--- src/rtl/fpcd_pkg.sv ---
package fpcd_pkg;

  // Geometry and field widths
  localparam int MAX_WIDTH_DEF   = 1024;
  localparam int QUEUE_DEPTH_DEF = 4;
  localparam int RADIUS          = 3;
  localparam int SLOTS           = 2 * RADIUS;
  localparam int SLOT_W          = 3;
  localparam int PIX_W           = 8;
  localparam int ROW_W           = 12;
  localparam int OUT_COL_W       = 10;
  localparam int THR_W           = 8;
  localparam int CFG_WIDTH_W     = 11;
  localparam int CFG_HEIGHT_W    = 13;
  localparam int CFG_DATA_W      = 13;
  localparam int CFG_IDX_W       = 2;
  localparam int MIN_SIZE        = 7;
  localparam int MAX_HEIGHT      = 4096;

  // Register reset values
  localparam int THR_RESET    = 20;
  localparam int WIDTH_RESET  = 1024;
  localparam int HEIGHT_RESET = 4096;

  // Configuration register indexes
  typedef enum logic [CFG_IDX_W-1:0] {
    CFG_THRESHOLD = 2'd0,
    CFG_WIDTH     = 2'd1,
    CFG_HEIGHT    = 2'd2
  } cfg_idx_t;

  typedef struct packed {
    logic [PIX_W-1:0] pixel;
    logic             frame_start;
  } in_beat_t;

  typedef struct packed {
    logic [ROW_W-1:0]     corner_row;
    logic [OUT_COL_W-1:0] corner_col;
  } out_beat_t;

  // One testable centre with its four ring samples
  typedef struct packed {
    logic [PIX_W-1:0]     centre;
    logic [PIX_W-1:0]     far_up;
    logic [PIX_W-1:0]     near_left;
    logic [PIX_W-1:0]     near_down;
    logic [PIX_W-1:0]     newest;
    logic [ROW_W-1:0]     row;
    logic [OUT_COL_W-1:0] col;
  } cand_t;

  // Add two line-buffer slot numbers modulo SLOTS (sum of inputs below 2*SLOTS)
  function automatic logic [SLOT_W-1:0] slot_add(input logic [SLOT_W-1:0] a,
                                                 input logic [SLOT_W-1:0] b);
    logic [SLOT_W:0] sum;
    sum = {1'b0, a} + {1'b0, b};
    if (sum >= (SLOT_W+1)'(SLOTS)) sum = sum - (SLOT_W+1)'(SLOTS);
    return sum[SLOT_W-1:0];
  endfunction

  // Ring point counts when |centre - ring| exceeds the threshold
  function automatic logic ring_hit(input logic [PIX_W-1:0] ctr,
                                    input logic [PIX_W-1:0] ring,
                                    input logic [THR_W-1:0] thr);
    logic [PIX_W-1:0] diff;
    diff = (ctr > ring) ? (ctr - ring) : (ring - ctr);
    return diff > thr;
  endfunction

endpackage

--- src/rtl/fpcd_back.sv ---
module fpcd_back (
  input  logic                           clk,
  input  logic                           rst_n,
  input  logic [fpcd_pkg::THR_W-1:0]     threshold,
  input  fpcd_pkg::cand_t                q_head,
  input  logic                           q_not_empty,
  output logic                           q_pop,
  output logic                           out_valid,
  input  logic                           out_ready,
  output fpcd_pkg::out_beat_t            out_data
);

  logic                h_up, h_new, h_left, h_down, corner;
  logic                out_valid_r, out_valid_nxt;
  fpcd_pkg::out_beat_t out_data_r;

  // Segment test: at least three of four ring points differ enough
  assign h_up   = fpcd_pkg::ring_hit(q_head.centre, q_head.far_up, threshold);
  assign h_new  = fpcd_pkg::ring_hit(q_head.centre, q_head.newest, threshold);
  assign h_left = fpcd_pkg::ring_hit(q_head.centre, q_head.near_left, threshold);
  assign h_down = fpcd_pkg::ring_hit(q_head.centre, q_head.near_down, threshold);
  assign corner = (h_up && h_new && h_left) || (h_up && h_new && h_down) ||
                  (h_up && h_left && h_down) || (h_new && h_left && h_down);

  // Take the next candidate whenever the output register is free
  assign q_pop = q_not_empty && (!out_valid_r || out_ready);

  always_comb begin
    out_valid_nxt = out_valid_r;
    if (q_pop) begin
      out_valid_nxt = corner;
    end else if (out_ready) begin
      out_valid_nxt = 1'b0;
    end
  end

  always_ff @(posedge clk) begin
    if (!rst_n) begin
      out_valid_r <= 1'b0;
    end else begin
      out_valid_r <= out_valid_nxt;
    end
  end

  always_ff @(posedge clk) begin
    if (q_pop && corner) begin
      out_data_r.corner_row <= q_head.row;
      out_data_r.corner_col <= q_head.col;
    end
  end

  assign out_valid = out_valid_r;
  assign out_data  = out_data_r;

`ifndef SYNTHESIS
  // Reported centres sit at least the ring radius below the top border
  assert property (@(posedge clk) disable iff (!rst_n)
    out_valid_r |-> out_data_r.corner_row >= fpcd_pkg::ROW_W'(fpcd_pkg::RADIUS))
    else $error("corner row inside top border");
`endif

endmodule

--- config.mk ---
export PLATFORM = sky130hd
export DESIGN_NAME = fpcd_back
export DESIGN_NICKNAME = d
export VERILOG_FILES = /design/src/rtl/fpcd_pkg.sv /design/src/rtl/fpcd_back.sv
export SDC_FILE = /design/constraint.sdc
export NUM_CORES = 1
export LEC_CHECK = 0
export BUFFER_PORTS_ARGS = -buffer_cell sky130_fd_sc_hd__clkbuf_2
export CAP_MARGIN = 20
export CELL_PAD_IN_SITES_DETAIL_PLACEMENT = 1
export CELL_PAD_IN_SITES_GLOBAL_PLACEMENT = 1
export CORE_MARGIN = 2
export CORE_UTILIZATION = 44
export DETAILED_ROUTE_END_ITERATION = 10
export GPL_ROUTABILITY_DRIVEN = 0
export PLACE_DENSITY_LB_ADDON = 0.15
export SKIP_CTS_REPAIR_TIMING = 1
export SLEW_MARGIN = 20
export SYNTH_ARGS = -nofsm -noshare
export SYNTH_HDL_FRONTEND = slang
export SYNTH_SLANG_ARGS = --single-unit
--- constraint.sdc ---
create_clock -name clk -period 9.9 [get_ports clk]
set_input_delay 0.99 -clock clk [delete_from_list [all_inputs] [get_ports clk]]
set_output_delay 0.99 -clock clk [all_outputs]
set_load 0.02 [all_outputs]
Word level (Yosys, flattened, before mapping)
Cells that the tools add are included.

cells by class
  add/subtract/negate cells = 8
  order comparisons = 8
  mux-type cells = 6
  reductions and logical operators = 15

operator list
  operator                       count
  8-bit greater-than comparator  8
  8-bit subtractor               8
  8-bit 2-to-1 mux               4
  1-bit logical AND              9
  1-bit logical OR               4
  1-bit 2-to-1 mux               2
  2-bit nonzero test             1
  1-bit zero test                1

word-level totals
  flip-flop bits (word level) = 23
  word-level logic and storage cells = 40

Longest topological paths before layout
  depth in word-level cells = 9
  gate-level depth with buffers = 17

Least setup slack after synthesis
OpenSTA, ideal clock, no wires.

  path type = in2reg
  start = input port q_head[54] in the netlist's numbering
  end = register out_data_r (netlist bit out_data[0]) (enable)
  setup time = 0.435 ns
  data arrival time = 5.231 ns
  data required time = 9.465 ns
  slack = 4.235 ns
  stages on the path = 17
  path buffers = 0
  cell sequence = inv_1 ha_1 inv_1 fa_1 a21o_1 nand2_1 o21ai_1 a41oi_4 mux2i_1 xnor2_1 ha_1 and2_1 nand3_1 nor2_1 o21ba_2 o211ai_1 a21boi_0

between the ends
  longest elaborated chain between the ends = 9
  elaborated cells on any way between the ends = 31

ends and longest elaborated chain
  what                                                                      RTL line         source
  start: declaration                                                        fpcd_back.sv:5   input fpcd_pkg::cand_t q_head,
  8-bit subtractor / 8-bit greater-than comparator (equally long branches)  fpcd_pkg.sv:67   diff = (ctr > ring) ? (ctr - ring) : (ring - ctr);
  8-bit 2-to-1 mux                                                          fpcd_pkg.sv:67
  8-bit greater-than comparator                                             fpcd_pkg.sv:68   return diff > thr;
  1-bit logical AND (2 in a row)                                            fpcd_back.sv:22  assign corner = (h_up && h_new && h_left) || (h_up && h_new && h_down) ||
  1-bit logical OR (2 in a row)                                             fpcd_back.sv:22
  1-bit logical OR (*)                                                      fpcd_back.sv:23  (h_up && h_left && h_down) || (h_new && h_left && h_down);
  1-bit logical AND (*)                                                     fpcd_back.sv:46  if (q_pop && corner) begin
  end: declaration                                                          fpcd_back.sv:15  fpcd_pkg::out_beat_t out_data_r;

Every way passes the cells marked *; elsewhere a longest branch is shown, timed or not.
A chain may end at the register's enable or synchronous reset.

Final worst setup path
  start = input port q_head[55] in the netlist's numbering
  end = register out_data_r (netlist bit out_data[1]) (enable)

The elaborated chain is that of the path after synthesis.

==> results_dict.tcl <==
set metrics [dict create \
    ys_warn_count 0 \
    clockBufferDepth 2 \
    fill_cells 1074 \
    num_rows 34 \
    cts.htree.levels 1 \
    dr.first_iter.drc_count 117 \
    dr.pass1.iters 4 \
    final_common_cell "clkbuf_2" \
    clock-root-buffer "clkbuf_8" \
    vias 3511 \
    grt_pass1_wl_um 18420 \
    wire_per_inst_um 18.21 \
    ant_nets 0 \
    wl_um 11460 \
    worst-slew-pin-transition_ns 0.7491 \
    critPathCaptureType "flip-flop" \
    finalSetupTns_ns 0 \
    ys_ff_latch 23 \
    drv_slew 0 \
    post-place-ws_ns 4.477 \
    antenna_found_initial 0 \
    insertion_delay_ns 0.27 \
    fin_crit_ns 4.924 \
    p_leak_uw 0.002377 \
    drt-vias-per-instance 5.582 \
    drc 0 \
    worst-setup-path-type "input pin to flip-flop" \
    mostFrequentLayoutCells "clkbuf_2 (97), ha_1 (92), inv_1 (64)" \
    fin_nets 696 \
    status "completed" \
    worst_clock_skew_ns 0.003768 \
    finalSetupViolCount 0 \
    numClockSinks 23 \
    drive_above_1_share 0.2188 \
    worst_slack_ns 4.976 \
    mappedNetlistArea_mm2 0.003894 \
    cts_tree "built" \
    dieHeight_um 98.07 \
    crit_path_start_kind "input pin" \
    ys.flop_type "edfxtp_1" \
    finalPower_uw 505.0 \
    grt_pass1_vias 3663 \
    placeableCoreArea_mm2 0.008636 \
    die_w_um 98.07 \
    rsz0062_at_grt "false" \
    synth_edf_count 22 \
    hold_path_class "flip-flop to flip-flop" \
    clk_pin_slew_ns 0.07 \
    crit_fanout 22 \
    regArea_um2 680.7 \
    synthDistinctLibCells 49 \
    grt_usage 0.2378 \
    ioPinCount 98 \
    syn2layout_area_growth_pct 15.97 \
    cap_viol_max_count 0 \
    powerDensity_mw_per_mm2 111.8 \
    multi_input_area_mm2 0.002929 \
    synth_cells 426 \
    numPortBuffers 97 \
    max-slew-margin-rel 0.4993 \
    num_antenna_cells 0 \
    fmax_mhz 203.1 \
    synth.avg_cell_area_um2 9.140 \
    finalHoldViolations 0 \
    start_util 0.4509 \
    ys_seq_area_frac 0.1748 \
    synth.net_count 600 \
    required_ns 9.80 \
    cts_made_buffers 3 \
    arrival_ns 4.82 \
    place_hpwl_um 9697 \
    die-area_mm2 0.009618 \
    fin_crit_sh 0.4973 \
    synth-async-reset-ratio 0 \
    ir_drop_mv 0.03607 \
    grt_max_degree 23 \
    grt-ovfl-total 0 \
]
[state kept, by name, summed over array words and instances (netlist names)]
name       count
out_data      22
out_valid      1
[final cells by class]
cell class,instances,share of cell area
inverters,64,0.05320
flip-flops and latches,23,0.1507
well taps,108,0.02993
multi-input cells,333,0.6487
repair buffers,97,0.1075
clock buffers,4,0.009975
[metal layers]
layer	track usage	routed length [um]	part of all wire	vias to the layer above
met1	0.3145	5173	0.45	1667
met4	0.07585	283	0.025	0
met3	0.01288	566	0.049	13
li1	-	-	-	1717
met5	0	0	0	-
met2	0.4162	5431	0.47	114
[cell families (layout without fill, tap and decap cells)]
group,after synthesis,after routing,share of synthesized area
compound gates,127,127,0.2134
fa+ha+maj,100,100,0.3368
buf+inv,70,165,0.07583
simple gates,58,58,0.08227
xor+xnor,24,24,0.05398
mux,24,24,0.06298
flops,23,23,0.1748
[synthesized netlist by cell type, drive strengths merged (9+ instances only)]
cell / number / area share
ha: 92 / 0.30
xor2: 13 / 0.029
nand2: 16 / 0.016
mux2i: 20 / 0.051
a31oi: 9 / 0.014
o21ai: 17 / 0.022
inv: 64 / 0.062
xnor2: 11 / 0.025
a21o: 18 / 0.035
a21oi: 46 / 0.060
edfxtp: 22 / 0.17
[critical path, cell delays in order]
cell	delay, ns
clkbuf_2	0.32
inv_1	0.36
fa_1	0.52
a21o_1	0.19
a21oi_1	0.20
o21ai_0	0.12
mux2i_1	0.17
xnor2_1	0.13
ha_1	0.32
and4_1	0.21
a21boi_0	0.22
o31a_1	0.20
o211ai_1	0.20
a21boi_4	0.66
[report_power, final]
part | total [uW] | internal, uW | switching (uW)
sequential | 131 | 127 | 3.94
clock | 57.8 | 28.8 | 29.1
combinational | 316 | 130 | 186
total | 505 | 286 | 219
[through the flow]
step / area (um2) / hold WS (ns) / utilization / std cells
3_5_place_dp: 4463 / 0.5540 / 0.5168 / 625
6_report: 4516 / 0.5712 / 0.5229 / 629
3_3_place_gp: 4463 / 0.5463 / 0.5168 / 625
2_1_floorplan: 3894 / 0.5974 / - / 426
5_1_grt: 4516 / 0.6081 / 0.5229 / 629
4_1_cts: 4508 / 0.5662 / 0.5220 / 629
[path summary, 6_finish.rpt]
path | from | endpoint | slack, ns | depth (start not counted)
worst min register to register | out_valid | out_valid | 0.57 | 2
worst max-delay path | q_head[55] | out_data[1] | 4.98 | 14
worst min-delay path | out_valid | out_valid | 0.57 | 2
worst max register to register | out_valid | out_data[19] | 8.26 | 3
Power figures use the tool's default switching activity.
