===== src/rtl/fpcd_pkg.sv =====
package fpcd_pkg;

  // Geometry and field widths
  localparam int MAX_WIDTH_DEF   = 1024;
  localparam int QUEUE_DEPTH_DEF = 4;
  localparam int RADIUS          = 3;
  localparam int SLOTS           = 2 * RADIUS;
  localparam int SLOT_W          = 3;
  localparam int PIX_W           = 8;
  localparam int ROW_W           = 12;
  localparam int OUT_COL_W       = 10;
  localparam int THR_W           = 8;
  localparam int CFG_WIDTH_W     = 11;
  localparam int CFG_HEIGHT_W    = 13;
  localparam int CFG_DATA_W      = 13;
  localparam int CFG_IDX_W       = 2;
  localparam int MIN_SIZE        = 7;
  localparam int MAX_HEIGHT      = 4096;

  // Register reset values
  localparam int THR_RESET    = 20;
  localparam int WIDTH_RESET  = 1024;
  localparam int HEIGHT_RESET = 4096;

  // Configuration register indexes
  typedef enum logic [CFG_IDX_W-1:0] {
    CFG_THRESHOLD = 2'd0,
    CFG_WIDTH     = 2'd1,
    CFG_HEIGHT    = 2'd2
  } cfg_idx_t;

  typedef struct packed {
    logic [PIX_W-1:0] pixel;
    logic             frame_start;
  } in_beat_t;

  typedef struct packed {
    logic [ROW_W-1:0]     corner_row;
    logic [OUT_COL_W-1:0] corner_col;
  } out_beat_t;

  // One testable centre with its four ring samples
  typedef struct packed {
    logic [PIX_W-1:0]     centre;
    logic [PIX_W-1:0]     far_up;
    logic [PIX_W-1:0]     near_left;
    logic [PIX_W-1:0]     near_down;
    logic [PIX_W-1:0]     newest;
    logic [ROW_W-1:0]     row;
    logic [OUT_COL_W-1:0] col;
  } cand_t;

  // Add two line-buffer slot numbers modulo SLOTS (sum of inputs below 2*SLOTS)
  function automatic logic [SLOT_W-1:0] slot_add(input logic [SLOT_W-1:0] a,
                                                 input logic [SLOT_W-1:0] b);
    logic [SLOT_W:0] sum;
    sum = {1'b0, a} + {1'b0, b};
    if (sum >= (SLOT_W+1)'(SLOTS)) sum = sum - (SLOT_W+1)'(SLOTS);
    return sum[SLOT_W-1:0];
  endfunction

  // Ring point counts when |centre - ring| exceeds the threshold
  function automatic logic ring_hit(input logic [PIX_W-1:0] ctr,
                                    input logic [PIX_W-1:0] ring,
                                    input logic [THR_W-1:0] thr);
    logic [PIX_W-1:0] diff;
    diff = (ctr > ring) ? (ctr - ring) : (ring - ctr);
    return diff > thr;
  endfunction

endpackage


===== src/rtl/fpcd_queue.sv =====
module fpcd_queue #(
  parameter int DEPTH = fpcd_pkg::QUEUE_DEPTH_DEF
) (
  input  logic                       clk,
  input  logic                       rst_n,
  input  logic                       push,
  input  fpcd_pkg::cand_t            push_data,
  input  logic                       pop,
  output fpcd_pkg::cand_t            head,
  output logic                       not_empty,
  output logic [$clog2(DEPTH+1)-1:0] level
);

  localparam int PTR_W = (DEPTH > 1) ? $clog2(DEPTH) : 1;
  localparam int CNT_W = $clog2(DEPTH + 1);

  fpcd_pkg::cand_t mem_r [DEPTH];
  logic [PTR_W-1:0] wr_ptr_r, rd_ptr_r;
  logic [CNT_W-1:0] count_r;

  // Circular storage
  always_ff @(posedge clk) begin
    if (push) begin
      mem_r[wr_ptr_r] <= push_data;
    end
  end

  always_ff @(posedge clk) begin
    if (!rst_n) begin
      wr_ptr_r <= '0;
      rd_ptr_r <= '0;
      count_r  <= '0;
    end else begin
      if (push) begin
        wr_ptr_r <= (wr_ptr_r == PTR_W'(DEPTH - 1)) ? '0 : wr_ptr_r + PTR_W'(1);
      end
      if (pop) begin
        rd_ptr_r <= (rd_ptr_r == PTR_W'(DEPTH - 1)) ? '0 : rd_ptr_r + PTR_W'(1);
      end
      if (push && !pop) begin
        count_r <= count_r + CNT_W'(1);
      end else if (pop && !push) begin
        count_r <= count_r - CNT_W'(1);
      end
    end
  end

  assign head      = mem_r[rd_ptr_r];
  assign not_empty = (count_r != '0);
  assign level     = count_r;

`ifndef SYNTHESIS
  // No overflow, no underflow
  assert property (@(posedge clk) disable iff (!rst_n)
    push |-> (count_r < CNT_W'(DEPTH)) || pop)
    else $error("queue overflow");
  assert property (@(posedge clk) disable iff (!rst_n)
    pop |-> count_r != '0)
    else $error("queue underflow");
`endif

endmodule


===== config.mk =====
export PLATFORM = sky130hd
export DESIGN_NAME = fpcd_queue
export DESIGN_NICKNAME = d
export VERILOG_FILES = /design/src/rtl/fpcd_pkg.sv /design/src/rtl/fpcd_queue.sv
export SDC_FILE = /design/constraint.sdc
export NUM_CORES = 1
export LEC_CHECK = 0
export BUFFER_PORTS_ARGS = -buffer_cell sky130_fd_sc_hd__buf_2
export CAP_MARGIN = 20
export CELL_PAD_IN_SITES_DETAIL_PLACEMENT = 0
export CELL_PAD_IN_SITES_GLOBAL_PLACEMENT = 1
export CORE_UTILIZATION = 45
export DETAILED_ROUTE_END_ITERATION = 10
export PLACE_DENSITY_LB_ADDON = 0.1
export SLEW_MARGIN = 20
export SYNTH_ARGS = -nofsm -noshare
export SYNTH_HDL_FRONTEND = slang
export SYNTH_SLANG_ARGS = --single-unit

===== constraint.sdc =====
create_clock -name clk -period 2.65 [get_ports clk]
set_clock_uncertainty 0.05 [all_clocks]
set_input_delay 0.795 -clock clk [delete_from_list [all_inputs] [get_ports clk]]
set_output_delay 0.795 -clock clk [all_outputs]
set_load 0.005 [all_outputs]

Word-level counts from Yosys, hierarchy flattened
Memory sizes are Yosys's and may differ from the RTL's. A register that Yosys moved wholly into a read port is not among the register bits.
Index checks and enable logic that the tools add are counted.
Word-level totals
  output and inout bits: 66
  memories kept: 1
  logic and storage cells: 24
  ROM bits: 0
  bits in registers: 7
  latch bits: 0
  memory bits (writable): 248
Cells by class
  shifts and indexed selects: 0
  div/mod/pow operators: 0
  multiplexer cells: 8
  $mul: 0
  add/sub/neg operators: 4
  bitwise logic cells: 0
  $lt $le $gt $ge: 0
  reductions and logical operators: 6
  equal/unequal tests: 2
Memory list
  mem_r: depth 4, width 62, read ports 1, clocked after Yosys merged registers in 1, write ports 1, RTL line fpcd_queue.sv:17  | fpcd_pkg::cand_t mem_r [DEPTH];
Operators with widths (count)
  two-way mux 2 bit: 4
  two-way mux 3 bit: 2
  adder 2 x 1 -> 2 bit, second input constant: 2
  == test 2 bit, second input constant: 2
  adder 3 x 1 -> 3 bit, second input constant: 1
  nonzero test 3 bit: 1
  subtractor 3 x 1 -> 3 bit, second input constant: 1
  logical AND 1 bit: 2
  logical NOT 1 bit: 2
  two-way mux 1 bit: 2
  nonzero test 2 bit: 1

Depth between registers and ports, before layout
  word-level depth: 4
  mapped depth: 7
  mapped depth without buffers: 7

Worst setup path after synthesis
OpenSTA, ideal clock, no wires.
  path type: in2reg
  start: input push
  end: memory mem_r[0][0] in the netlist's numbering, enable pin
  stages: 1
  required time: 2174 ps
  data arrival time: 2257 ps
  setup time: 426 ps
  path buffers: 0
  setup slack: -83 ps
  cells stage by stage: and2_1
On the way
  cells in the longest elaborated chain, start to end: 2
Ends and longest elaborated chain
  start, declared: RTL line fpcd_queue.sv:6  | input logic push,
  two-way mux 1 bit: RTL line fpcd_queue.sv:23  | if (push) begin
  two-way mux 1 bit (implied by the code): RTL line fpcd_queue.sv:24  | mem_r[wr_ptr_r] <= push_data;
  end, declared: RTL line fpcd_queue.sv:17
Every way passes these cells.

==> flow_summary.toml <==
[routing]
wirelength_um = 17270
wl_met3_um = 1019
routed_via_density = 5.230
wl_per_cell_um = 20.78
drc = 0
route.met2.wl_um = 8603
vias = 4346
antenna_left = 0
routed.top_layer = "met5"
firstDrtPassIters = 4
drt-met1-wl_um = 7274
drtIter0Drc = 203

[global_routing]
grt_pass1_wl_um = 27190
grt_pass1_vias = 4837
grt_max_degree = 38
gr-total-overflow = 0
grtUsageTotal = 0.1684
antenna_found_initial = 3

[power]
vdd_drop_max_mv = 0.5428
powerDensity_mw_per_mm2 = 761.2
p_total_mw = 8.866
leakage_nw = 3.984

[clocking]
clk_latency_ns = 0.52
path_clk_slew_ns = 0.06
clockBufferDepth = 3
cts_tree = "done"
h-tree-depth = 1
numCtsBuffers = 26
cts.sinks = 257
root_buffer = "clkbuf_16"

[timing]
setup_tns_ns = -1.470
rsz0062_at_grt = "yes"
fin_ws_ns = -0.06617
period_share = 1.025
min_period_ns = 2.716
worst_pin_slew_ns = 0.4288
slew_violations = 0
max_slew_margin = 0.7141
max_freq_mhz = 368.2
setup_viol = 46
hold_viol = 0
holdWs_ns = 0.4379

[finish]
n_fill_cell = 1590
area_growth_pct = 23.02
finalInstanceArea_sq_mm = 0.01165
fin_nets = 615
drive_above_1_share = 0.4661
utilization = 0.5701
fin_cells = 831

[place]
postPlaceCellArea_sq_mm = 0.01063
dp_cells = 775
dp_hpwl_um = 10420
dp_slack_ns = 0.2994
numPortBuffers = 131
gp_congestion = 0.6649

[yosys]
synth.avg_cell_area_sq_um = 25.80
synth_seq_cells = 257
synth_cell_type_count = 22
ys_seq_area_frac = 0.8056
synth_nets = 440
syn-cell-area_sq_mm = 0.009468
synth_warnings = 0
synthCells = 367

[outcome]
violations = "setup timing"
status = "finished, violations left"

[floorplanning]
rows = 52
fp.dieW_um = 147.1
die_area_sq_mm = 0.02162
fp.dieH_um = 147.1
initial_core_util = 0.4634
core_sq_mm = 0.02043
ios = 132

[setup_path]
crit_arrival_ns = 1.87
crit_fanout = 8
cp-start-kind = "flop"
critical_path_required_ns = 1.81
crit_type = "flop to output port"
endpoint_kind = "output port"

[hold_path]
hp-class = "input port to flop"

[job]
cap_violations = 0
[what timing repair did]
action / 4_1_cts / 5_1_grt
hold buffers: 0 / 0
gates resized for setup: 20 / 4
pin swaps: 0 / 0
cloned: 3 / 0
setup endpoints to repair: 62 / 62
setup buffers: 6 / 0
[cells in the mapped netlist]
master | count | area, sq um
a21boi_0 | 1 | 7.510
and2_1 | 5 | 31.28
buf_12 | 6 | 120.1
buf_2 | 6 | 30.03
buf_6 | 1 | 11.26
clkbuf_1 | 1 | 3.750
dfxtp_1 | 9 | 180.2
edfxtp_1 | 248 | 7447
fa_1 | 1 | 20.02
ha_1 | 6 | 75.07
inv_1 | 4 | 15.01
mux2i_1 | 4 | 40.04
mux4_1 | 2 | 52.55
mux4_2 | 60 | 1351
nor2_1 | 1 | 3.750
nor2b_1 | 5 | 31.28
nor3_1 | 1 | 5.000
o21a_1 | 1 | 7.510
o21ai_0 | 1 | 5.000
or3_1 | 2 | 12.51
xnor2_1 | 1 | 8.760
xor2_1 | 1 | 8.760
[flip-flops by register name, indices dropped and copies added (netlist names), named ones only]
name	flops
level	3
mem_r	248
rd_ptr_r	2
wr_ptr_r	2
[layout make-up]
class | instances | area (sq um) | share of cell area
Sequential cell | 257 | 7635 | 0.6555
Multi-Input combinational cell | 92 | 1663 | 0.1428
Timing Repair Buffer | 161 | 1214 | 0.1042
Clock buffer | 31 | 690.7 | 0.05930
Tap cell | 270 | 337.8 | 0.02900
Clock inverter | 15 | 90.09 | 0.007734
Inverter | 4 | 15.01 | 0.001289
Antenna cell | 1 | 2.502 | 0.0002148
[path summary, 6_finish.rpt]
| path | end | start | cells past startpoint | slack, ns |
|---|---|---|---|---|
| hold / removal | mem_r[0][7] | push_data[7] | 1 | 0.44 |
| setup / recovery | head[0] | flop | 4 | -0.07 |
| hold reg to reg | level[2] | level[2] | 2 | 0.47 |
| setup reg to reg | mem_r[2][23] | wr_ptr_r[0] | 4 | 1.03 |
[placed cells by master (no fill, tap or decap)]
master	Yosys	routed
buf_8	0	2
fa_1	1	1
buf_2	6	122
o21a_1	1	1
buf_12	6	13
edfxtp_1	248	248
o21ai_0	1	1
diode_2	0	1
dfxtp_4	0	2
xor2_1	1	1
xnor2_1	1	1
buf_6	1	14
clkinv_2	0	3
clkbuf_1	1	4
bufinv_16	0	1
clkbuf_16	0	27
mux4_2	60	62
ha_1	6	6
nor2b_1	5	5
inv_1	4	4
or3_1	2	2
buf_4	0	6
mux2i_1	4	4
and2_4	0	4
dfxtp_1	9	7
a21boi_0	1	1
nor3_1	1	1
clkinv_1	0	10
and2_1	5	1
nor2_1	1	1
clkinvlp_4	0	1
buf_16	0	4
[critical path, stage by stage (launching register included)]
cell and delay (ns):
dfxtp_4 0.39, buf_12 0.15, buf_16 0.14, mux4_2 0.53, buf_6 0.14
[layer usage]
layer | global-route usage | up-vias
met5 | 0 | -
met2 | 0.2802 | 121
met4 | 0.04588 | 4
met1 | 0.2205 | 2264
li1 | - | 1922
met3 | 0.04410 | 35
[power by group]
group | internal (mW) | switching, mW | leakage [nW] | total, mW
Sequential | 4.65 | 0.0552 | 2.35 | 4.71
Combinational | 0.451 | 0.379 | 1.25 | 0.830
Clock | 1.93 | 1.39 | 0.379 | 3.33
[kinds of logic (layout without fill, tap and decap cells)]
logic type	count (synthesis)	count (layout)	share of synthesized area
AOI/OAI and AO/OA	3	3	0.002115
xor gates and xnor gates	2	2	0.001850
adders and majority gates	7	7	0.01004
buffers and inverters	18	211	0.01903
DFF	257	257	0.8056
muxes	66	66	0.1525
other	0	1	0
and+or+nand+nor	14	14	0.008853
(Power assumes the default switching activity.)
